[src/koc_fifo.sv]
`default_nettype none
module koc_fifo #(
	parameter int W     = 8,
	parameter int DEPTH = 2
) (
	input  wire logic         clk,
	input  wire logic         arst_n,
	input  wire logic         wr,
	input  wire logic [W-1:0] wdata,
	output logic              full,
	input  wire logic         rd,
	output logic [W-1:0]      rdata,
	output logic              empty
);
	localparam int PW = (DEPTH > 1) ? $clog2(DEPTH) : 1;
	localparam int CW = $clog2(DEPTH + 1);

	logic [W-1:0]  mem_q [DEPTH];
	logic [PW-1:0] wp_q, rp_q;
	logic [CW-1:0] cnt_q;
	logic          do_wr, do_rd;

	assign full  = (cnt_q == CW'(DEPTH));
	assign empty = (cnt_q == '0);
	assign do_wr = wr && !full;
	assign do_rd = rd && !empty;
	assign rdata = mem_q[rp_q];

	always_ff @(posedge clk) begin
		if (do_wr) begin
			mem_q[wp_q] <= wdata;
		end
	end

	always_ff @(posedge clk or negedge arst_n) begin
		if (!arst_n) begin
			wp_q  <= '0;
			rp_q  <= '0;
			cnt_q <= '0;
		end else begin
			if (do_wr) begin
				wp_q <= (wp_q == PW'(DEPTH - 1)) ? '0 : wp_q + 1'b1;
			end
			if (do_rd) begin
				rp_q <= (rp_q == PW'(DEPTH - 1)) ? '0 : rp_q + 1'b1;
			end
			if (do_wr && !do_rd) begin
				cnt_q <= cnt_q + 1'b1;
			end else if (do_rd && !do_wr) begin
				cnt_q <= cnt_q - 1'b1;
			end
		end
	end
endmodule
`default_nettype wire

[config.mk]
export PLATFORM = sky130hd
export DESIGN_NAME = koc_fifo
export DESIGN_NICKNAME = d
export VERILOG_FILES = /design/src/koc_fifo.sv
export SDC_FILE = /design/constraint.sdc
export NUM_CORES = 1
export LEC_CHECK = 0
export ABC_AREA = 0
export BUFFER_PORTS_ARGS = -buffer_cell sky130_fd_sc_hd__buf_2
export CORE_UTILIZATION = 35
export DETAILED_ROUTE_END_ITERATION = 10
export PLACE_DENSITY_LB_ADDON = 0.15
export RECOVER_POWER = 100
export SLEW_MARGIN = 5
export SYNTH_ARGS = -nofsm -noshare
export SYNTH_HDL_FRONTEND = slang
export SYNTH_SLANG_ARGS = --single-unit
[constraint.sdc]
create_clock -name clk -period 1.81 [get_ports clk]
set_clock_uncertainty 0.05 [all_clocks]
set_input_delay 0 -clock clk [delete_from_list [all_inputs] [get_ports clk]]
set_output_delay 0 -clock clk [all_outputs]
set_load 0.01 [all_outputs]
After elaboration in Yosys (flattened, before gate mapping)
Memories as Yosys holds them, arrays and structs flattened.
Cells that the tools add are included.
{"block": "classes", "addsub": 4, "eq_ne": 1, "muxes": 6, "n_reduce_logical": 10}
{"cell": "$logic_and A1 B1 Y1", "count": 4}
{"cell": "$logic_not A1 Y1", "count": 4}
{"cell": "$mux W1", "count": 4}
{"cell": "$mux W2", "count": 2}
{"cell": "$add A1 B1 Y1 const B", "count": 2}
{"cell": "$add A2 B1 Y2 const B", "count": 1}
{"cell": "$eq A2 B2 Y1 const B", "count": 1}
{"cell": "$logic_not A2 Y1", "count": 1}
{"cell": "$reduce_bool A2 Y1", "count": 1}
{"cell": "$sub A2 B1 Y2 const B", "count": 1}
{"block": "totals", "register_bits": 4, "ram_bits": 16, "in_bits": 12, "out_inout_bits": 10, "elab_cells": 25, "mem_count": 1}
{"memory": "mem_q", "depth": 2, "word_bits": 8, "read_ports": 1, "rd_clocked_by_memory_dff": 0, "wr": 1, "line_no": "18", "rtl": "logic [W-1:0] mem_q [DEPTH];"}

Depth between registers and ports, before layout
Gate-level depths: netlist of the first run.
{"block": "logic_depth", "word_depth": 7, "mapped_depth": 7}

Worst setup path before layout of the first run
OpenSTA, ideal clock, no wires.
{"block": "synth_timing", "kind": "flip-flop to flip-flop", "startpoint": "register cnt_q[0]", "endpoint": "memory mem_q[0][0], enable pin", "setup_time_ns": 0.370, "t_arrival_ns": 1.022, "t_required_ns": 1.390, "setup_slack_ns": 0.368, "path_stages_with_launch": 4, "period_less_slack_ns": 1.442, "cell_sequence": "dfrtp_1 nand2b_1 nand2_2 nor2_1"}
{"block": "synth_between", "elab_chain_len": 5}
{"element": "start: declaration", "line_no": "20", "rtl": "logic [CW-1:0] cnt_q;"}
{"element": "start signal: assignment", "line_no": "48", "rtl": "cnt_q <= cnt_q + 1'b1;"}
{"element": "start signal: assignment", "line_no": "50", "rtl": "cnt_q <= cnt_q - 1'b1;"}
{"element": "$eq A2 B2 Y1", "line_no": "23", "rtl": "assign full = (cnt_q == CW'(DEPTH));"}
{"element": "$logic_not A1 Y1", "line_no": "25", "rtl": "assign do_wr = wr && !full;"}
{"element": "$logic_and A1 B1 Y1", "line_no": "25"}
{"element": "$mux W1", "line_no": "30", "rtl": "if (do_wr) begin"}
{"element": "$mux W1 (implied by the code)", "line_no": "31", "rtl": "mem_q[wp_q] <= wdata;"}
{"element": "end: declaration", "line_no": "18"}
Every way passes these cells.

Worst setup path after layout of the first run
{"block": "layout_timing", "startpoint": "register cnt_q[0]", "endpoint": "register cnt_q[1]"}
{"block": "layout_between", "elab_chain_len": 6}
{"element": "$eq A2 B2 Y1 or $logic_not A2 Y1 (tied branches)", "line_no": "23, 24"}
{"element": "$logic_not A1 Y1 (on tied branches)", "line_no": "25, 26"}
{"element": "$logic_and A1 B1 Y1 (on tied branches)", "line_no": "25, 26"}
{"element": "$logic_not A1 Y1 (on tied branches)", "line_no": "49, 47"}
{"element": "$logic_and A1 B1 Y1 (on tied branches)", "line_no": "49, 47"}
{"element": "$reduce_bool A2 Y1 (no source line) or $mux W2 (tied branches)"}
Several ways; a longest one is shown, not always the timed one. The select of a mux whose other input is x is not followed.
A chain may end at the register's enable or synchronous reset.

==> results_dict.tcl, run 1 <==
set metrics [dict create \
    syn_area_per_cell_um2 17.77 \
    cts.sinks 20 \
    cp.arrival_ns 1.71 \
    relSlewSlack_pct 72.49 \
    io_buffers 21 \
    tightest_slew_ns 0.4126 \
    setup_viol 0 \
    grt_pass1_vias 483 \
    ys_seq_area_share_pct 74.24 \
    yosysTopAreaCellShare_pct 61.44 \
    drive_gt1_share_pct 15.85 \
    die_w_um 49.27 \
    drt_iter0_markers 3 \
    die_h_um 49.27 \
    post-cts-setup-buffers 0 \
    drt-total-wl_um 1171 \
    dpl.hpwl_um 799.7 \
    antenna_left 0 \
    drcViolationCount 0 \
    wire_per_inst_um 10.74 \
    status "finished clean" \
    ys_seq_elements 20 \
    startpoint_type "register" \
    cts-root-buf "clkbuf_4" \
    syn_inst 44 \
    start_util_pct 38.68 \
    clkLatencyLatePin_ns 0.28 \
    synth_nets 57 \
    clkPwrFrac_pct 14.2 \
    grt_max_degree 12 \
    p_int_mw 0.9561 \
    fmax_ghz 0.6477 \
    yosysUniqueCellTypes 15 \
    combPwrFrac_pct 32.7 \
    p_leak_nw 0.4013 \
    finalHoldViolCount 0 \
    cp_max_fo 5 \
    cts_tree "done" \
    holdBufCountCts 12 \
    rows 16 \
    n_fill_cell 192 \
    cp.required_ns 1.97 \
    period_share_pct 85.30 \
    ios 22 \
    clockBufferDepth 2 \
    grt_overflow_total 0 \
    powerDensity_nw_per_um2 1340 \
    via_per_inst 4.183 \
    end_kind "register" \
    rsz0062_at_grt "false" \
    maxSlewViolCount 0 \
    cts.reportedPaths.clkPinSlew_ns 0.10 \
    core_um2 2022 \
    cts_resized 0 \
    switchingPower_mw 0.4502 \
    final_util_pct 51.92 \
    min_period_ns 1.544 \
    synth_area_leaders "edfxtp_1 (61%), dfrtp_1 (13%), mux2_1 (8.6%), mux2_2 (2.9%), xnor2_1 (2.2%)" \
    gp_congestion 0.6695 \
    num_vias 456 \
    grt_usage_pct 11.19 \
    swShare_pct 32.01 \
    ys_warn_count 0 \
    peakVddDrop_mv 0.7111 \
    numCtsBuffers 3 \
    antenna_found_initial 0 \
    grt_pass1_wl_um 1987 \
    hold_ws_ns 0.3809 \
    num_antenna_cells 0 \
    p_seq_share_pct 53.0 \
    syn_area_um2 782.0 \
    syn2layout_area_growth_pct 34.24 \
    htree_num_levels 1 \
    cap_violations 0 \
    yosysTopAreaCell "edfxtp_1" \
    critPathKind "register to register" \
    die_area_um2 2428 \
    tns_ns 0 \
    nNetsFinal 96 \
    drt_first_pass_iters 2 \
    hold_path.class "input pin to register" \
]
[worst max-delay path: stages, from the launching register on]
cell and delay, ns:
dfrtp_1 0.44, nand2b_1 0.19, nand2_1 0.15, inv_1 0.06, ha_1 0.30, nor2_1 0.14
xor2_1 0.15
[cell usage after synthesis (all sizes together)]
library cell	count
and3	1
buf	1
dfrtp	4
edfxtp	16
ha	1
inv	2
mux2	8
nand2	1
nand2b	1
nor2	3
o21ai	1
xnor2	3
xor2	2
[per-stage QoR]
| step | area [um2] | cells | worst slack [ns] | total power, mW |
|---|---|---|---|---|
| after global placement | 930.9 | 93 | 0.3247 | 1.238 |
| after CTS | 1077 | 109 | 0.2813 | 1.475 |
| after global routing | 1050 | 109 | 0.1100 | 1.512 |
| after floorplan | 782.0 | 44 | 0.3679 | 1.064 |
| final | 1050 | 109 | 0.2660 | 1.406 |
| after detailed placement | 930.9 | 93 | 0.2934 | 1.249 |
[kinds of logic (layout without fill, tap and decap cells)]
logic type,after synthesis,after routing,share of synthesized area (%)
XOR/XNOR,5,5,6.561
flip-flops,20,20,74.24
buffers and inverters,3,41,1.600
AND/OR/NAND/NOR,6,6,3.841
AO/OA/AOI/OAI,1,1,0.6394
adder cells (fa/ha/maj),1,1,1.600
multiplexers,8,8,11.52
[power by group through the flow]
stage          logic, mW  clock network, mW  registers [mW]
2_1_floorplan      0.363                  0           0.701
3_3_place_gp       0.484                  0           0.754
3_5_place_dp       0.490                  0           0.759
4_1_cts            0.511              0.213           0.750
5_1_grt            0.514              0.233           0.765
6_report           0.460              0.200           0.745
[metal layers]
| layer | GRT usage [%] | vias to the layer above | share of wire, % |
|---|---|---|---|
| met1 | 12.90 | 207 | 45 |
| met2 | 18.72 | 13 | 50 |
| met4 | 5.882 | 0 | 0 |
| li1 | - | 236 | - |
| met3 | 3.115 | 0 | 4.7 |
| met5 | 0 | - | 0 |
[sequential cells by signal (all words and copies together) (netlist names)]
register and count:
mem_q 16, cnt_q 2, rp_q 1, wp_q 1
[layout by cell type (no fill, tap or decap)]
cell type / count
buf_2: 7
edfxtp_1: 16
mux2_1: 6
nand2b_1: 1
xor2_1: 2
o21ai_0: 1
xnor2_2: 1
and3_1: 1
xnor2_1: 2
ha_1: 1
dlygate4sd3_1: 12
clkbuf_1: 17
nor2_1: 3
mux2_2: 2
nand2_1: 1
inv_1: 2
clkbuf_4: 3
dfrtp_1: 4
[path summary, 6_finish.rpt]
path / slack, ns / cells past startpoint / from / to
max: 0.27 / 6 / cnt_q[0]$_DFFE_PN0P_ / cnt_q[1]$_DFFE_PN0P_
min: 0.38 / 2 / wdata[5] / mem_q[0][5]$_DFFE_PP_
max reg2reg: 0.27 / 6 / cnt_q[0]$_DFFE_PN0P_ / cnt_q[1]$_DFFE_PN0P_
min reg2reg: 0.48 / 1 / wp_q$_DFFE_PN0N_ / wp_q$_DFFE_PN0N_
max in group asynchronous: 0.99 / 3 / arst_n / rp_q$_DFFE_PN0P_
min in group asynchronous: 0.55 / 3 / arst_n / cnt_q[1]$_DFFE_PN0P_
[area by class of cell]
class                           count  area [um2]  area share, %
Tap cell                           27       33.78          3.218
Clock buffer                        4       26.28          2.503
Timing Repair Buffer               35       215.2          20.50
Sequential cell                    20       580.6          55.30
Inverter                            2       7.507         0.7151
Multi-Input combinational cell     21       186.4          17.76
(Power assumes the default switching activity.)
==> run 2, diff against run 1 <==
Settings changed: CELL_PAD_IN_SITES_DETAIL_PLACEMENT set to 1, CELL_PAD_IN_SITES_GLOBAL_PLACEMENT set to 1, PLACE_DENSITY_LB_ADDON 0.15 to 0.25, SKIP_CTS_REPAIR_TIMING set to 1.
==> results_dict.tcl, run 2 (same netlist as run 1, synthesis figures left out) <==
set metrics [dict create \
    crit_buf_inv 1 \
    drt_first_pass_iters 2 \
    r2r-end "cnt_q[1]$_DFFE_PN0P_" \
    powerDensity_nw_per_um2 1392 \
    drt-total-wl_um 1439 \
    p_seq_share_pct 52.0 \
    fmax_ghz 0.5950 \
    antenna_found_initial 0 \
    die_area_um2 2428 \
    start_util_pct 38.68 \
    critPathSlowestCell "dfrtp_1" \
    tns_ns 0 \
    num_antenna_cells 0 \
    dpl.hpwl_um 984.6 \
    rr_startpoint "cnt_q[0]$_DFFE_PN0P_" \
    drive_gt1_share_pct 15.00 \
    drt_iter0_markers 7 \
    rows 16 \
    crit_path_max_incr_delay_ns 0.45 \
    critPathLaunch "cnt_q[0]$_DFFE_PN0P_" \
    wire_per_inst_um 13.45 \
    maxSlewViolCount 0 \
    swShare_pct 33.74 \
    nNetsFinal 94 \
    largest-register "mem_q" \
    setup_viol 0 \
    min_period_ns 1.681 \
    num_vias 472 \
    n_fill_cell 217 \
    gp_congestion 0.7232 \
    clkLatencyLatePin_ns 0.28 \
    end_kind "register" \
    p_int_mw 0.9541 \
    grt_pass1_wl_um 2083 \
    antenna_left 0 \
    cts.reportedPaths.clkPinSlew_ns 0.10 \
    syn2layout_area_growth_pct 32.32 \
    setup.worst_path.end "cnt_q[1]$_DFFE_PN0P_" \
    whs_path_depth 3 \
    die_w_um 49.27 \
    numCtsBuffers 3 \
    ios 22 \
    worstPathCellList "nand2b_1, nand2_1, inv_1, ha_1, nor2_1, xor2_1" \
    relSlewSlack_pct 68.68 \
    hold_path.class "input pin to register" \
    core_um2 2022 \
    cp.arrival_ns 1.84 \
    status "finished clean" \
    startpoint_type "register" \
    clkPwrFrac_pct 14.5 \
    die_h_um 49.27 \
    grt_overflow_total 0 \
    r2r_setup_slack_ns 0.13 \
    multi_input_area_um2 186.4 \
    p_leak_nw 0.3934 \
    largest_register_ffs 16 \
    via_per_inst 4.411 \
    cp.depth 6 \
    top_regs "mem_q x16, cnt_q x2" \
    critPathKind "register to register" \
    cts_tree "done" \
    rsz0062_at_grt "false" \
    peakVddDrop_mv 0.6018 \
    finalHoldViolCount 0 \
    hold_ws_ns 0.01394 \
    reg2reg_depth 6 \
    final_cell_mix "clkbuf_1 (17), edfxtp_1 (16), dlygate4sd3_1 (11)" \
    cts-root-buf "clkbuf_4" \
    grt_pass1_vias 456 \
    cts.sinks 20 \
    grt_usage_pct 12.19 \
    htree_num_levels 1 \
    combPwrFrac_pct 33.4 \
    grt_max_degree 12 \
    cp.required_ns 1.97 \
    switchingPower_mw 0.4858 \
    layout_commonest_cell "clkbuf_1" \
    clockBufferDepth 2 \
    drcViolationCount 0 \
    cap_violations 0 \
    cp_max_fo 5 \
    io_buffers 21 \
    seq_area_um2 580.6 \
    cp_top_family "simple AND/OR/NAND/NOR gates" \
    period_share_pct 92.86 \
    tightest_slew_ns 0.4698 \
]
[run 2: changes by cell type in the layout (fill, tap and decap cells not counted)]
cell           previous run  this run
buf_2                     7         5
clkbuf_2                  0         1
dlygate4sd3_1            12        11
[run 2: worst min path at each step]
stage / startpoint / endpoint / slack [ns]
6_report: rd / rp_q$_DFFE_PN0P_ / 0.01
5_1_grt: rd / rp_q$_DFFE_PN0P_ / 0.04
4_1_cts: arst_n / cnt_q[1]$_DFFE_PN0P_ / -0.56
3_5_place_dp: arst_n / cnt_q[1]$_DFFE_PN0P_ / -0.24
3_3_place_gp: arst_n / wp_q$_DFFE_PN0N_ / -0.24
2_1_floorplan: arst_n / cnt_q[0]$_DFFE_PN0P_ / -0.35
[run 2: layout make-up]
type / count / share of cell area [%]
Clock buffer: 4 / 2.539
Tap cell: 27 / 3.265
Timing Repair Buffer: 33 / 19.35
Multi-Input combinational cell: 21 / 18.02
Sequential cell: 20 / 56.11
Inverter: 2 / 0.7255
[run 2: routing by layer]
layer  up-vias  track usage (%)  share of wire [%]
met5         -                0                  0
met4         0            7.353                1.0
met3         2            2.804                2.3
met2         8            21.23                 57
met1       232            13.31                 40
li1        230                -                  -
[run 2: worst reg2reg max path: stages, from the launching register on]
cell and delay, ns:
dfrtp_1 0.45, nand2b_1 0.20, nand2_1 0.16, inv_1 0.07, ha_1 0.32, nor2_1 0.17, xor2_1 0.18
[run 2: stage by stage]
stage	util (%)	instance area, um2	power, mW	cells	setup WS [ns]
after detailed placement	45.67	923.4	1.261	92	0.1748
after CTS	46.97	949.7	1.471	96	0.1714
after global placement	45.67	923.4	1.225	92	0.3147
after floorplan	-	782.0	1.064	44	0.3679
after global routing	51.18	1035	1.530	107	0.01148
final	51.18	1035	1.440	107	0.1292
[run 2: power by group through the flow]
stage | Combinational, mW | Clock [mW] | Sequential [mW]
final | 0.481 | 0.209 | 0.749
after global routing | 0.528 | 0.237 | 0.765
after CTS | 0.503 | 0.217 | 0.750
after detailed placement | 0.502 | 0 | 0.759
after global placement | 0.473 | 0 | 0.752
after floorplan | 0.363 | 0 | 0.701
==> run 3, diff against run 2 <==
Settings changed: ABC_AREA 0 to 1.
==> results_dict.tcl, run 3 <==
set metrics [dict create \
    hold_path.class "input pin to register" \
    nNetsFinal 123 \
    cp_top_family "buffers and inverters" \
    status "finished, violations left" \
    numCtsBuffers 3 \
    cts_tree "done" \
    start_util_pct 36.95 \
    core_um2 2191 \
    gp_congestion 0.6480 \
    ys_seq_area_share_pct 71.72 \
    synth_enable_flop_cells 16 \
    cp.arrival_ns 1.41 \
    end_kind "register" \
    peakVddDrop_mv 0.9511 \
    layout_commonest_cell "nand2_1" \
    p_leak_nw 0.4587 \
    num_vias 596 \
    drive_gt1_share_pct 7.339 \
    finalWorstSetupSlack_ns 0.2861 \
    drcViolationCount 0 \
    hold_ws_ns -0.006460 \
    num_antenna_cells 0 \
    antenna_found_initial 0 \
    layoutNonFillerInstCount 137 \
    top_regs "mem_q x16, cnt_q x2" \
    critPathSlowestCell "dfrtp_1" \
    rows 17 \
    largest_register_ffs 16 \
    drt-total-wl_um 1584 \
    syn2layout_area_growth_pct 31.07 \
    startpoint_type "register" \
    ys_warn_count 0 \
    cap_violations 0 \
    grt_overflow_total 0 \
    rsz0062_at_grt "false" \
    min_period_ns 1.524 \
    cp_max_fo 8 \
    wire_per_inst_um 11.56 \
    worstPathCellList "inv_1, o21ai_0, nor2_1, clkbuf_1" \
    combPwrFrac_pct 36.2 \
    violations "negative hold slack" \
    antenna_left 0 \
    period_share_pct 84.19 \
    maxSlewViolCount 0 \
    die_area_um2 2509 \
    dpl.hpwl_um 1161 \
    tightest_slew_ns 0.4585 \
    drt_iter0_markers 2 \
    via_per_inst 4.350 \
    yosysTopAreaCellShare_pct 59.35 \
    clkPwrFrac_pct 14.3 \
    dp_cells 122 \
    syn_inst 73 \
    die_w_um 50.09 \
    p_seq_share_pct 49.5 \
    synth.most_common_cell "nand2_1" \
    relSlewSlack_pct 69.43 \
    clkLatencyLatePin_ns 0.29 \
    synth_area_leaders "edfxtp_1 (59%), nand2_1 (15%), dfrtp_1 (12%), inv_1 (3.2%), ha_1 (1.5%)" \
    powerDensity_nw_per_um2 1387 \
    critPathKind "register to register" \
    fmax_ghz 0.6562 \
    dp_slack_ns 0.3340 \
    final_cell_mix "nand2_1 (33), clkbuf_1 (19), edfxtp_1 (16)" \
    drt_first_pass_iters 2 \
    yosysUniqueCellTypes 14 \
    yosysTopAreaCell "edfxtp_1" \
    setup_viol 0 \
    p_int_mw 0.9141 \
    grt_usage_pct 13.90 \
    swShare_pct 37.87 \
    io_buffers 21 \
    synth_nets 86 \
    tns_ns 0 \
    grt_max_degree 12 \
    grt_pass1_wl_um 2490 \
    cts.sinks 20 \
    switchingPower_mw 0.5572 \
    cts.reportedPaths.clkPinSlew_ns 0.11 \
    synth_commonest_cells "nand2_1 (33), edfxtp_1 (16), inv_1 (7)" \
    crit_path_max_incr_delay_ns 0.41 \
    cp.required_ns 1.70 \
    final_util_pct 48.43 \
    syn_area_um2 809.5 \
    grt_pass1_vias 592 \
    syn_area_per_cell_um2 11.09 \
    synth_flop_cell "edfxtp_1" \
    crit_buf_inv 2 \
    synthArstFlopShare_pct 20.00 \
    clockBufferDepth 2 \
    ys_seq_elements 20 \
    cts-root-buf "clkbuf_4" \
    htree_num_levels 1 \
    ios 22 \
    die_h_um 50.09 \
    largest-register "mem_q" \
    finalHoldViolCount 1 \
]
-- run 3: cell families (layout without fill, tap and decap cells) --
kind of cell | after synthesis | count (layout) | share of synthesized area [%]
AO/OA/AOI/OAI | 2 | 2 | 1.237
adder cells (fa/ha/maj) | 1 | 1 | 1.545
XOR/XNOR | 1 | 1 | 1.082
buffers and inverters | 9 | 45 | 4.327
flip-flops | 20 | 20 | 71.72
AND/OR/NAND/NOR | 40 | 40 | 20.09
-- run 3: power groups by stage --
stage / Clock (mW) / Combinational (mW) / Sequential [mW]
detailed placement: 0 / 0.563 / 0.745
global placement: 0 / 0.542 / 0.736
floorplan: 0 / 0.389 / 0.694
finish: 0.210 / 0.533 / 0.728
CTS: 0.219 / 0.566 / 0.734
global route: 0.233 / 0.611 / 0.750
-- run 3: worst min-delay path, delay by kind of cell --
kind,cells,cell delay [ns]
AND/OR/NAND/NOR,2,0.13
AO/OA/AOI/OAI,1,0.10
buffers and inverters,1,0.08
-- run 3: final timing paths --
path | slack [ns] | to | from | cells past startpoint
worst max-delay path | 0.29 | mem_q[1][1]$_DFFE_PP_ | cnt_q[1]$_DFFE_PN0P_ | 4
worst min-delay path | -0.006 | wp_q$_DFFE_PN0N_ | wr | 4
worst max register to register | 0.29 | mem_q[1][1]$_DFFE_PP_ | cnt_q[1]$_DFFE_PN0P_ | 4
worst min register to register | 0.46 | wp_q$_DFFE_PN0N_ | wp_q$_DFFE_PN0N_ | 2
max in group asynchronous | 0.96 | wp_q$_DFFE_PN0N_ | arst_n | 3
min in group asynchronous | 0.02 | cnt_q[1]$_DFFE_PN0P_ | arst_n | 2
-- run 3: per-layer routing --
metal / wire length (um) / part of all wire, % / global-route usage [%]
met1: 627 / 40 / 14.43
met2: 901 / 57 / 25.78
met3: 35 / 2.2 / 1.852
met4: 19 / 1.2 / 8.571
met5: 0 / 0 / 0
-- run 3: area by class of cell --
| type | instances | area [um2] |
|---|---|---|
| fillers | 268 | 1130 |
| repair buffers | 33 | 197.7 |
| clock buffers | 4 | 26.28 |
| inverters | 8 | 30.03 |
| flip-flops and latches | 20 | 580.6 |
| multi-input cells | 44 | 191.4 |
| well taps | 28 | 35.03 |
-- run 3: metrics by stage --
step	total power, mW	hold WS [ns]	instance area, um2
final	1.471	-0.006460	1061
after global routing	1.594	0.01691	1061
after CTS	1.518	-0.5625	978.4
after detailed placement	1.308	-0.2315	952.2
after global placement	1.278	-0.2323	952.2
after floorplan	1.083	-0.3456	809.5
