[config.mk]
export PLATFORM = sky130hd
export DESIGN_NAME = koc_front
export DESIGN_NICKNAME = d
export VERILOG_FILES = /design/src/koc_pkg.sv /design/src/koc_front.sv
export SDC_FILE = /design/constraint.sdc
export NUM_CORES = 1
export LEC_CHECK = 0
export ABC_CLOCK_PERIOD_IN_PS = 850
export BUFFER_PORTS_ARGS = -buffer_cell sky130_fd_sc_hd__buf_2
export CAP_MARGIN = 20
export CORE_MARGIN = 10
export CORE_UTILIZATION = 22
export DETAILED_ROUTE_END_ITERATION = 16
export PLACE_DENSITY_LB_ADDON = 0.2
export SYNTH_ARGS = -nofsm -noshare
export SYNTH_HDL_FRONTEND = slang
export SYNTH_SLANG_ARGS = --single-unit
[constraint.sdc]
create_clock -name clk -period 0.85 [get_ports clk]
set_input_delay 0 -clock clk [delete_from_list [all_inputs] [get_ports clk]]
set_output_delay 0 -clock clk [all_outputs]
set_load 0.02 [all_outputs]
[src/koc_pkg.sv]
`default_nettype none
package koc_pkg;

	typedef enum logic [1:0] {
		OP_ACCUM = 2'd0,
		OP_DRAIN = 2'd1,
		OP_CLEAR = 2'd2,
		OP_NONE  = 2'd3
	} opcode_t;

	localparam logic [1:0] ST_OK    = 2'd0;
	localparam logic [1:0] ST_FULL  = 2'd1;
	localparam logic [1:0] ST_EMPTY = 2'd2;
	localparam logic [1:0] ST_BAD   = 2'd3;

	localparam logic [3:0] COMBOS_RESET = 4'd8;

	// classified command handed from front to back
	typedef enum logic [1:0] {
		K_ACCUM = 2'd0,
		K_DRAIN = 2'd1,
		K_CLEAR = 2'd2,
		K_BAD   = 2'd3
	} kind_t;

	typedef struct packed {
		logic [1:0]  opcode;
		logic [2:0]  combination_index;
		logic [63:0] hash_key;
		logic [31:0] amount;
	} item_t;

	typedef struct packed {
		logic [31:0] entry_count;
		logic        last_entry;
		logic [1:0]  status;
	} result_t;

	typedef struct packed {
		kind_t       kind;
		logic [2:0]  idx;
		logic [63:0] key;
		logic [31:0] amount;
	} cmd_t;

endpackage
`default_nettype wire

[src/koc_front.sv]
`default_nettype none
module koc_front import koc_pkg::*; #(
	parameter int COMBINATIONS = 8
) (
	input  wire logic       clk,
	input  wire logic       arst_n,
	input  wire logic       push,
	input  wire logic       full,
	input  wire item_t      item,
	input  wire logic       cfg_write,
	input  wire logic [3:0] cfg_data,
	output logic            cmd_push,
	output cmd_t            cmd
);
	logic [3:0] combos_q;
	logic       idx_ok;

	always_ff @(posedge clk or negedge arst_n) begin
		if (!arst_n) begin
			combos_q <= COMBOS_RESET;
		end else if (cfg_write) begin
			combos_q <= cfg_data;
		end
	end

	// index valid below min(register, table count)
	assign idx_ok = ({1'b0, item.combination_index} < combos_q) &&
			(32'(item.combination_index) < COMBINATIONS);

	always_comb begin
		cmd.idx    = item.combination_index;
		cmd.key    = item.hash_key;
		cmd.amount = item.amount;
		cmd.kind   = K_BAD;
		cmd_push   = push && !full;
		case (item.opcode)
			OP_CLEAR: cmd.kind = K_CLEAR;
			OP_ACCUM: cmd.kind = idx_ok ? K_ACCUM : K_BAD;
			OP_DRAIN: cmd.kind = idx_ok ? K_DRAIN : K_BAD;
			default:  cmd_push = 1'b0; // unused opcode, dropped
		endcase
	end
endmodule
`default_nettype wire

Yosys cells after proc, flatten, opt, wreduce, memory -nomap -nowiden
Index checks and enable logic that the tools add are counted.
W data, S select, Z words.
- $lt $le $gt $ge: 1
- eq/ne operators: 2
- multiplexer cells: 4
- reductions and logical operators: 4
- operators by type and width (kind ; number):
    $pmux W2 S3 ; 1
    $lt A3 B4 Y1 ; 1
    $mux W2 ; 2
    $reduce_or A3 Y1 ; 1
    $eq A2 B1 Y1 const B ; 1
    $eq A2 B2 Y1 const B ; 1
    $logic_not A2 Y1 ; 1
    $logic_and A1 B1 Y1 ; 1
    $logic_not A1 Y1 ; 1
    $mux W1 ; 1
- flip-flop bits (word level): 4
- output and inout bits: 102
- logic and storage cells: 12

Logic depth before layout (Yosys ltp)
Gate-level depths: netlist (run 1).
- word-level depth: 3
- gate-level depth with buffers: 4
- depth with buffers taken out: 4

Worst setup path before layout (run 1)
No wires, ideal clock.
- path kind: register to output
- start point: reg combos_q[1]
- end point: out cmd[99] (netlist bit)
- arrival time: 1.254 ns
- required time: 0.850 ns
- path slack: -0.404 ns
- stages on the path, launching flop included: 5
- buffers on the path: 0
- cells stage by stage: dfrtp_1 -> inv_1 -> ha_1 -> a211oi_2 -> o31ai_1
- RTL lines (what ; line ; text):
    from (decl) ; koc_front.sv:15 ; logic [3:0] combos_q;
    from (signal assigned) ; koc_front.sv:22 ; combos_q <= cfg_data;
    to (decl) ; koc_front.sv:13 ; output cmd_t cmd

==> reports/summary.md, run 1 <==
The flow ran to the end, but the final reports show violations. The checks that failed: negative setup slack. In the layout the commonest cells are 17 x buf_2, 3 x inv_1, 3 x clkbuf_8, 3 x dfrtp_1. The internal portion of the total power is 0.000647 W. After detailed routing, the average wire length per cell comes to 26.0 microns. The global router's overall resource usage is 6.28%, and the relative area change from synthesis to final layout is -47.2%.

Leaving out fill and tap cells, the most frequent cell in the layout is buf_2. The worst min-delay path class was primary input to output pin. Total instance count after detailed placement: 93. In the final routing, the length of wire on met1 measures 428 microns. The classification of the worst setup path was flop to output pin. The max-slew violation count was 0. For this design the top-level I/O count stands at 212. The number of nets handed over by synthesis was 233. The total overflow left after global routing is 0. For this block, the via count after detailed routing is 403.

0 antenna diodes ended up in the layout. The tools report the final weighted congestion in routability-driven placement as 0.620. Clock-pin slew was measured on the worst setup and hold paths at 0.04 ns. Global-route wire length before repair: 3500 microns.

The summed instance area of the synthesized netlist was 973 sq um. The tools report the post-synthesis sequential area ratio as 10.4%. For the final database, setup skew stands at 0 ns. The net load switching power was 0.000225 W; the placement-stage cell area was 439 sq um. For this run, design rule violations remaining after detail routing come to 0. The uppermost signal routing layer after detailed routing was met4. The filler cells instantiated in the layout total 521. For the number of antenna violations at the first check in global routing, the log shows 0. Setup repair after global routing could not meet its margin everywhere. The kind of capture point of the worst setup path was an output pin. In the final layout, the registers with the most flip-flops are combos_q x4. The clock network burns 48.4% of the power. The H-tree depth is 1. The worst endpoint data arrival time came out at 1.40 ns. The run gives -0.552 ns as the worst path setup slack after routing. The region available for standard cell placement spans 4320 sq um. For the iteration-0 DRC count of the detailed router, the log shows 1. The routed design could run at a clock period as short as 1.40 ns. Counting flops per register, the top entry is combos_q.

The power share of the combinational group was 26.4%; the number of global-route vias before repair was 510. After the last flow step, the layout net total stands at 160. Of the cells placed in the final design, the portion with a size suffix greater than 1 is 68.1%. The post-route antenna net violation count was 0; the detailed-router iteration count before antenna repair was 2. The worst-case IR drop observed on VDD is 0.741 mV.

Leaving out filler cells and counting taps, the final layout contains 99. Yosys mapped the design onto 13 distinct sky130hd cell types. The power per cell area is 1700 nW/um^2. The routed design uses 927 microns of met3 wire. The largest net degree at the start of global routing is 7, and the part of the power in registers is 25.2%. After routing the design area is 514 sq um. The number of standard-cell rows in the floorplan was 24. The number of clock buffers added by TritonCTS is 3. The flip-flop count of the largest register, all copies and words added is 4. After synthesis, the largest area contributor takes up 76.3% of total cell area. The data required time of the worst path was 0.85 ns; the clock latency on the worst-skew pair was 0.21 ns.

Cell at the root of the clock tree: clkbuf_8. TritonCTS built the clock tree. The multi-input combinational cells in the finished layout cover a total of 163 sq um. Measured against its own limit, the worst slew margin works out to 79.1%.

The analysis attributes to cell leakage a power of 0.227 nW. The count of final hold-check violations was 0; the per-instance average area after synthesis was 8.04 sq um. Wire segments on met2 add up to 910 microns in the final route. The flop and latch count out of synthesis was 4; the post-detailed-routing wire length was 2570 microns. Setup violations remaining at the end of the flow were counted as 2.

Measured along the x axis, the die boundary spans 86.5 microns. Max-cap violations in this run came to 0. Clock tree synthesis found a total of 4 sinks. The nature of the critical path startpoint is a flop. Net switching is 25.8% of the power. The post-placement worst setup slack is -0.336 ns.

The sequential cell area was 101 sq um. The die outline height works out to 86.5 microns. Using the TritonRoute via totals, the vias-per-cell ratio works out to 4.07.

The largest total area in the synthesized netlist belongs to buf_4. The initial utilization of the core area, before any placement, comes to 22.5%. The number of input and output port buffers inserted works out to 19.

Of the available clock period, the critical path in the final layout requires 165%. The die covers 7490 sq um. The maximum clock frequency came out at 0.714 GHz. By area the synthesized netlist is led by buf_4 76%, dfrtp_1 7.7%, dfstp_2 2.7%, ha_1 2.6%, mux2_2 2.3%. The highest fanout seen on the critical path is 2, and the post-synthesis instance total is 121. The number of buffers on the longest clock path was 2.

For the pin with the worst max-slew slack, the measured transition is 0.313 ns. The Yosys step of the flow raised 0 warnings.
kinds of logic (layout without fill, tap and decap cells):
kind of cell,after synthesis,after routing,synth area share (%)
AO/OA/AOI/OAI,7,7,5.40
buffers and inverters,103,29,77.9
adder cells (fa/ha/maj),2,2,2.57
multiplexers,2,2,2.31
flip-flops,4,4,10.4
AND/OR/NAND/NOR,3,3,1.41
Yosys cell counts:
master    number
buf_4         99
inv_1          4
dfrtp_1        3
ha_1           2
mux2_2         2
nand2_1        2
o21ai_0        2
o21bai_1       2
a211oi_1       1
a211oi_2       1
dfstp_2        1
nand2b_1       1
o31ai_1        1
routing by layer:
layer	vias to the layer above	global-route usage [%]
li1	125	-
met1	135	3.01
met2	105	6.98
met3	38	10.5
met4	0	8.10
met5	-	1.40
worst paths after layout:
path / start / end / slack, ns / cells after the start
setup / recovery: combos_q[1]$_DFFE_PN0P_ / cmd[99] / -0.55 / 5
hold / removal: item[22] / cmd[22] / 0.000008 / 0
setup reg to reg: combos_q[0]$_DFFE_PN0P_ / combos_q[0]$_DFFE_PN0P_ / 0.12 / 1
hold reg to reg: combos_q[0]$_DFFE_PN0P_ / combos_q[0]$_DFFE_PN0P_ / 0.50 / 1
max in group asynchronous: arst_n / combos_q[3]$_DFFE_PN1P_ / 0.52 / 2
min in group asynchronous: arst_n / combos_q[2]$_DFFE_PN0P_ / 0.12 / 2
worst max-delay path, cell delays in order (launching register included):
cell and delay (ns):
dfrtp_1 0.36, inv_2 0.07, ha_4 0.20, a211oi_4 0.32, o31ai_4 0.11, buf_6 0.14
power groups by stage:
stage | registers (W) | clock network, W | logic (W)
final | 0.000220 | 0.000422 | 0.000230
after global routing | 0.000223 | 0.000455 | 0.000254
after CTS | 0.000220 | 0.000437 | 0.000228
after detailed placement | 0.000223 | 0 | 0.000210
after global placement | 0.000224 | 0 | 0.000210
after floorplan | 0.000221 | 0 | 0.000806
repair_timing:
item | CTS | global route
buffers inserted | 0 | 1
hold buffers | 1 | 0
endpoints found under the setup margin | 2 | 2
pin swaps | 0 | 1
resized for setup | 4 | 1
endpoints found under the hold margin | 4 | 0
stage by stage:
stage	util, %	setup TNS, ns	total power [W]	hold WS [ns]
final	11.9	-1.10	0.000872	0.00000776
after global routing	11.9	-1.24	0.000932	0.0000322
after CTS	11.7	-1.09	0.000886	0.000137
after detailed placement	10.2	-0.642	0.000433	-0.183
after global placement	10.2	-0.641	0.000433	-0.182
after floorplan	-	-0.349	0.00103	-0.296
layout make-up:
cell class	count	area share (%)
Tap cell	52	12.7
Timing Repair Buffer	21	24.3
Multi-Input combinational cell	14	31.6
Inverter	4	2.92
Clock buffer	4	8.76
Sequential cell	4	19.7
Note: power is estimated with default switching activity, not from simulation.
==> run 2: changes to the inputs <==
- ABC_CLOCK_PERIOD_IN_PS: 850 -> unset
- CORE_UTILIZATION: 22 -> 24
- clock period: 0.85 -> 1.6 ns (I/O delays scaled with it)
==> run 2 against run 1 <==
Compared with the run above:
- the run now ends clean
- routed wire length shrank 9.1%
- non-clock buffer count is 1 lower
- sequential cell count is the same
- via count fell by 3.2%
- utilization down 0.74 points
- clock-buffer cell count is the same
- largest power group unchanged
==> reports/summary.md, run 2 (synthesis results as in run 1) <==
The flow ran to the end, and the final reports show no timing, DRC or antenna violations. Number of global-route vias before repair: 436 (-15%). The logs give 4 (unchanged) for the number of sinks handled by clock tree synthesis and 0 ns (unchanged) for the clock tree skew after final layout.

The die outline height came out at 83.7 microns (-3.3%). The path class of the tightest hold or removal check is primary input to output pin. The final critical path time including I/O delays and setup is 1.37 ns, and the number of antenna violations at the first check in global routing is 0 (unchanged).

Fraction of layout instances using a drive strength above 1: 56.5% (-12 points). The tools report the data required time of the worst path as 1.60 ns (+0.75 ns). Transition time at the pin with the least slew margin: 0.209 ns (-0.104 ns).

After legalization and detailed placement, the total HPWL measured 2160 microns. The logs give 5.96% (-0.32 points) for the global router's overall resource usage and 390 (-3.2%) for the count of vias placed by the detailed router. The worst path setup slack after routing is 0.228 ns (+0.779 ns). The count of boundary I/O pins came out at 212 (unchanged). Leaving out fill and tap cells, the most frequent cells in the layout are 19 x buf_2, 4 x inv_1, 3 x clkbuf_8, 3 x dfrtp_1. The cell leakage power was 0.211 nW (-6.7%).

The run gives 3210 microns (-8.3%) as the global-route wire length before repair. The tools report the nature of the critical path startpoint as a flop. The post-route antenna net violation count came out at 0 (unchanged).

The count of final hold-check violations was 0 (unchanged). The flip-flop count of the largest register, all copies and words added is 4 (unchanged), and the relative area change from synthesis to final layout is -54.5%. The logs give 0 (unchanged) for the DRC violation count after routing and 91 (-2.2%) for the total instance count after detailed placement.

The final weighted congestion in routability-driven placement came out at 0.687 (+11%). The register-to-register setup slack was 0.86 ns (+0.74 ns). The detailed-route vias per instance is 4.06 (-0.20%), and the number of max-capacitance violations reported is 0 (unchanged). The worst setup path is of the flop to output pin kind.

The clock latency on the worst-skew pair was 0.22 ns (about the same). CTS placed an instance of clkbuf_8 at the clock tree root. Clock-pin slew on the worst setup and hold paths: 0.03 ns (about the same).

Setup repair after global routing left no endpoint under its margin. The starting density of the core was 24.5% (+2.0 points); the remaining global-route overflow was 0 (unchanged). The logs give 0.000432 W (-50%) for the total power after layout and 7 (unchanged) for the largest net degree at the start of global routing. For the number of inserted diodes, the log shows 0 (unchanged). The library cell used most frequently in the layout, excluding fill and tap cells, is buf_2. The tools report the final number of setup-violating endpoints as 0 (-2).

TritonCTS built the clock tree. The kind of capture point of the worst setup path is an output pin. The power per cell area works out to 976 nW/um^2 (-42%). The post-detailed-routing wire length was 2340 microns (-9.1%).

The final routed wire length divided by cell count was 24.3 microns (-6.3%). The largest register by flop count was combos_q. For the total number of nets in the final design, the log shows 159 (-0.63%). For the detailed-router iteration count before antenna repair, the log shows 3 (+1). The maximum clock frequency was 0.729 GHz; the worst endpoint data arrival time was 1.37 ns (-0.03 ns).

The logs give 23 (-4.2%) for the number of standard-cell rows in the floorplan and 3970 sq um (-8.2%) for the area of the core region. The post-placement worst setup slack was 0.455 ns (+0.791 ns); the max-slew violation count was 0 (unchanged). Die outline area: 7000 sq um (-6.4%). The number of buffers inserted during clock tree synthesis was 3 (unchanged); the number of input and output port buffers inserted was 19 (unchanged). The tools report the number of non-filler instances in the completed layout as 96 (-3.0%). The H-tree depth is 1 (unchanged). The worst slew margin relative to its limit was 86.1% (+7.0 points); the horizontal die dimension was 83.7 microns (-3.3%). The tools report the iteration-0 DRC count of the detailed router as 6 (+5). The highest fanout seen on the critical path is 2 (unchanged). The utilization after layout is 11.2% (-0.74 points), and the final worst-path cycle share is 85.8%. In the final layout, the registers with the most flip-flops are combos_q x4. The final-layout fill cell count was 464 (-11%); the number of buffers on the longest clock path was 2 (unchanged).

For the summed negative setup slack over all endpoints, the log shows 0 ns (+1.10 ns). The maximum vdd ir drop came out at 0.455 mV (-39%).
[run 2: critical path, cell delays in order (launching register included)]
cell and delay (ns):
dfrtp_1 0.35, inv_1 0.07, ha_1 0.24, a211oi_2 0.22
o21bai_1 0.10, buf_2 0.17
[run 2: power breakdown]
part / leakage (nW) / internal [W] / switching, W
clock: 0.0228 / 0.000171 / 0.0000590
combinational: 0.142 / 0.0000379 / 0.0000469
sequential: 0.0465 / 0.000113 / 0.00000429
total: 0.211 / 0.000322 / 0.000110
[run 2: per-stage QoR]
| stage | hold slack [ns] | cell area, sq um |
|---|---|---|
| after floorplan | -0.296 | 973 |
| after global placement | -0.186 | 388 |
| after detailed placement | -0.184 | 388 |
| after CTS | 0.000137 | 443 |
| after global routing | 0.0000293 | 443 |
| final | 0.00000776 | 443 |
[run 2: final cells by class]
cell class                 count  area, sq um  share of cell area [%]
clock buffer                   4         45.0                    10.2
tap                           50         62.6                    14.1
sequential                     4          101                    22.9
multi-input combinational     14          114                    25.7
inverter                       4         15.0                    3.39
timing repair buffer          20          105                    23.7
[run 2: repair_timing]
action / 4_1_cts / 5_1_grt
buffers inserted: 0 / 0
resized for setup: 0 / 0
hold buffers: 1 / 0
endpoints found under the hold margin: 4 / 0
[run 2: metal layers]
| metal | GRT usage, % | wire [microns] | up-vias |
|---|---|---|---|
| met5 | 0 | 0 | - |
| met4 | 4.41 | 108 | 0 |
| met3 | 9.38 | 732 | 28 |
| met2 | 7.32 | 906 | 97 |
| met1 | 3.98 | 589 | 140 |
| li1 | - | - | 125 |
[run 2: final timing paths]
kind                                          from                      end  depth (start not counted)
max                        combos_q[1]$_DFFE_PN0P_                 cmd[100]                          5
min                                       item[51]                  cmd[51]                          0
max reg2reg                combos_q[0]$_DFFE_PN0P_  combos_q[0]$_DFFE_PN0P_                          1
min reg2reg                combos_q[0]$_DFFE_PN0P_  combos_q[0]$_DFFE_PN0P_                          1
max in group asynchronous                   arst_n  combos_q[3]$_DFFE_PN1P_                          2
min in group asynchronous                   arst_n  combos_q[2]$_DFFE_PN0P_                          2
==> run 3: changes to the inputs <==
- CELL_PAD_IN_SITES_DETAIL_PLACEMENT: unset -> 0
- CELL_PAD_IN_SITES_GLOBAL_PLACEMENT: unset -> 1
- CORE_UTILIZATION: 24 -> 13
==> run 3 against run 2 <==
Compared with the run above:
- total power is 2.2% lower
- routed wire length is 17% lower
- die area is 62% higher
- clock skew stayed put
- non-clock buffer count stayed put
- sequential share of layout area is 2.8 points lower
- maximum frequency hardly changed
- combinational power is 3.7% lower
- sequential cell count stayed put
- final cell count is 51% higher
- largest power group unchanged
==> reports/summary.md, run 3 (synthesis results as in run 1) <==
Fraction of power spent switching nets: 24.0% (-1.5 points). The slowest cell on the critical path is dfrtp_1. The number of global-route vias before repair was 440 (+0.92%); the iteration-0 DRC count of the detailed router was 14 (+8). The combined buffer and inverter count along the critical path is 2 (unchanged).

The library cell used most frequently in the layout, excluding fill and tap cells, is buf_2. The kind of capture point of the worst setup path is an output pin. The fraction of layout instances using a drive strength above 1 came out at 56.5% (unchanged). STA classifies the critical path startpoint as a flop. The H-tree depth is 1 (unchanged). The tools report the cell leakage power as 0.211 nW (unchanged).

The clock latency on the worst-skew pair is 0.22 ns (about the same), and the worst endpoint data arrival time is 1.37 ns (about the same). The flow ran to the end, and the final reports show no timing, DRC or antenna violations. Internal power summed over all cells: 0.000321 W (-0.19%).

The run gives 52.8% (-0.3 points) as the clock share of power. The number of gates resized after cts is 0 (unchanged). Detailed-router iteration count before antenna repair: 2 (-1). The highest fanout seen on the critical path is 2 (unchanged), and the final worst-path cycle share is 85.7% (about the same). The tools report the number of max-capacitance violations reported as 0 (unchanged). The largest registers in the layout are combos_q x4. The startpoint of the lowest-slack register-to-register path was combos_q[0]$_DFFE_PN0P_. For the count of boundary I/O pins, the log shows 212 (unchanged).

The total power after layout was 0.000423 W (-2.2%). For the final number of setup-violating endpoints, the log shows 0 (unchanged). The worst setup path endpoint was cmd[100]. The part of the power in registers was 27.8% (+0.6 points); the largest net degree at the start of global routing was 7 (unchanged).

The area of the core region came out at 7250 sq um (+83%). Counting flops per register, the top entry is combos_q. Worst min-delay path class: primary input to output pin. The power per cell area works out to 839 nW/um^2 (-14%). Setup repair after global routing left no endpoint under its margin.

The horizontal die dimension works out to 107 microns (+27%). The detailed-route vias per instance came out at 2.46 (-39%). For the number of buffers inserted during clock tree synthesis, the log shows 3 (unchanged). Number of buffers on the longest clock path: 2 (unchanged). For the net load switching power, the log shows 0.000101 W (-8.0%).

The starting density of the core was 13.4% (-11 points); the final weighted congestion in routability-driven placement was 0.624 (-9.3%). The relative area change from synthesis to final layout was -48.2%. Walking the worst path, the cells encountered are inv_1 > ha_1 > a211oi_2 > o21bai_1 > buf_2.

The data required time of the worst path is 1.60 ns (about the same). The die outline height was 107 microns (+27%). The tools report the number of antenna violations at the first check in global routing as 0 (unchanged). The global-route wire length before repair is 2650 microns (-17%), and the critical path depth in cells is 5 (unchanged).

The length in cells of the worst reg-to-reg path came out at 1 (unchanged). Grouping stages by cell kind, the critical path spends the most delay in flip-flops. The run gives 159 (unchanged) as the total number of nets in the final design. The global router's overall resource usage was 3.03% (-2.9 points); the flip-flop count of the largest register, all copies and words added was 4 (unchanged). Transition time at the pin with the least slew margin: 0.216 ns (+0.00743 ns). The DRC violation count after routing is 0 (unchanged). In this run the clock root is driven by a clkbuf_8.

The run gives 0 ns (unchanged) as the clock tree skew after final layout. The tools report the die outline area as 11300 sq um (+62%). The peak per-stage delay on the critical path is 0.35 ns (about the same).

The run gives 0.243 mV (-47%) as the maximum vdd ir drop. The most critical setup path has its startpoint at combos_q[1]$_DFFE_PN0P_. For the summed negative setup slack over all endpoints, the log shows 0 ns (unchanged).

For the number of inserted diodes, the log shows 0 (unchanged). TritonCTS built the clock tree. The tools report the max-slew violation count as 0 (unchanged). Power share of the combinational group: 19.3% (-0.3 points). The post-route antenna net violation count was 0 (unchanged); the register-to-register setup slack was 0.84 ns (-0.02 ns).

The tools report the number of sinks handled by clock tree synthesis as 4 (unchanged). For the count of vias placed by the detailed router, the log shows 357 (-8.5%). The post-detailed-routing wire length came out at 1930 microns (-17%). The number of input and output port buffers inserted was 19 (unchanged). In the layout the commonest cells are 19 x buf_2, 4 x inv_1, 3 x clkbuf_8, 3 x dfrtp_1. Number of standard-cell rows in the floorplan: 31 (+35%).

The clock-pin slew on the worst setup and hold paths was 0.03 ns (about the same). The final routed wire length divided by cell count was 13.3 microns (-45%). Classification of the worst setup path: flop to output pin.

The final critical path time including I/O delays and setup was 1.37 ns (-0.00102 ns); the maximum clock frequency was 0.729 GHz (about the same). The tools report the half-perimeter wire length after detailed placement as 1690 microns (-22%). The count of final hold-check violations was 0 (unchanged); the remaining global-route overflow was 0 (unchanged).

The worst slew margin relative to its limit came out at 85.6% (-0.50 points). The tools report the endpoint of the most critical register-to-register path as combos_q[0]$_DFFE_PN0P_.
-- run 3: per-layer routing --
metal	GRT usage (%)	vias up	wire length, microns
met1	1.57	127	366
met5	0	-	0
li1	-	125	-
met4	6.77	0	350
met3	3.20	46	506
met2	3.36	59	710
-- run 3: final cells by class --
class / instances / area (sq um)
Tap cell: 99 / 124
Clock buffer: 4 / 45.0
Timing Repair Buffer: 20 / 105
Inverter: 4 / 15.0
Sequential cell: 4 / 101
Fill cell: 864 / 6750
Multi-Input combinational cell: 14 / 114
-- run 3: metrics by stage --
stage          hold WS [ns]  std cells  setup WS [ns]  instance area [sq um]  utilization [%]
6_report         0.00000777        145          0.229                    504             6.95
5_1_grt           0.0000292        145          0.137                    504             6.95
4_1_cts            0.000137        145          0.205                    504             6.95
3_5_place_dp         -0.187        140          0.443                    449             6.19
3_3_place_gp         -0.181        140          0.463                    449             6.19
2_1_floorplan        -0.296        121          0.346                    973                -
-- run 3: timing repair --
action,CTS,global route
hold endpoints to repair,4,0
buffers inserted,0,0
hold buffers,1,0
-- run 3: worst min path at each step --
| stage | startpoint | end | cells after the start |
|---|---|---|---|
| final | item[12] | cmd[12] | 0 |
| after CTS | item[1] | cmd[1] | 0 |
| after global routing | item[77] | cmd[77] | 0 |
| after global placement | arst_n | combos_q[0]$_DFFE_PN0P_ | 1 |
| after floorplan | arst_n | combos_q[0]$_DFFE_PN0P_ | 0 |
| after detailed placement | arst_n | combos_q[0]$_DFFE_PN0P_ | 1 |
-- run 3: power groups by stage --
| stage | logic [W] | clock network (W) | registers [W] |
|---|---|---|---|
| 2_1_floorplan | 0.000401 | 0 | 0.000117 |
| 3_3_place_gp | 0.0000830 | 0 | 0.000119 |
| 3_5_place_dp | 0.0000821 | 0 | 0.000119 |
| 4_1_cts | 0.0000842 | 0.000232 | 0.000118 |
| 5_1_grt | 0.0000912 | 0.000240 | 0.000119 |
| 6_report | 0.0000818 | 0.000223 | 0.000118 |
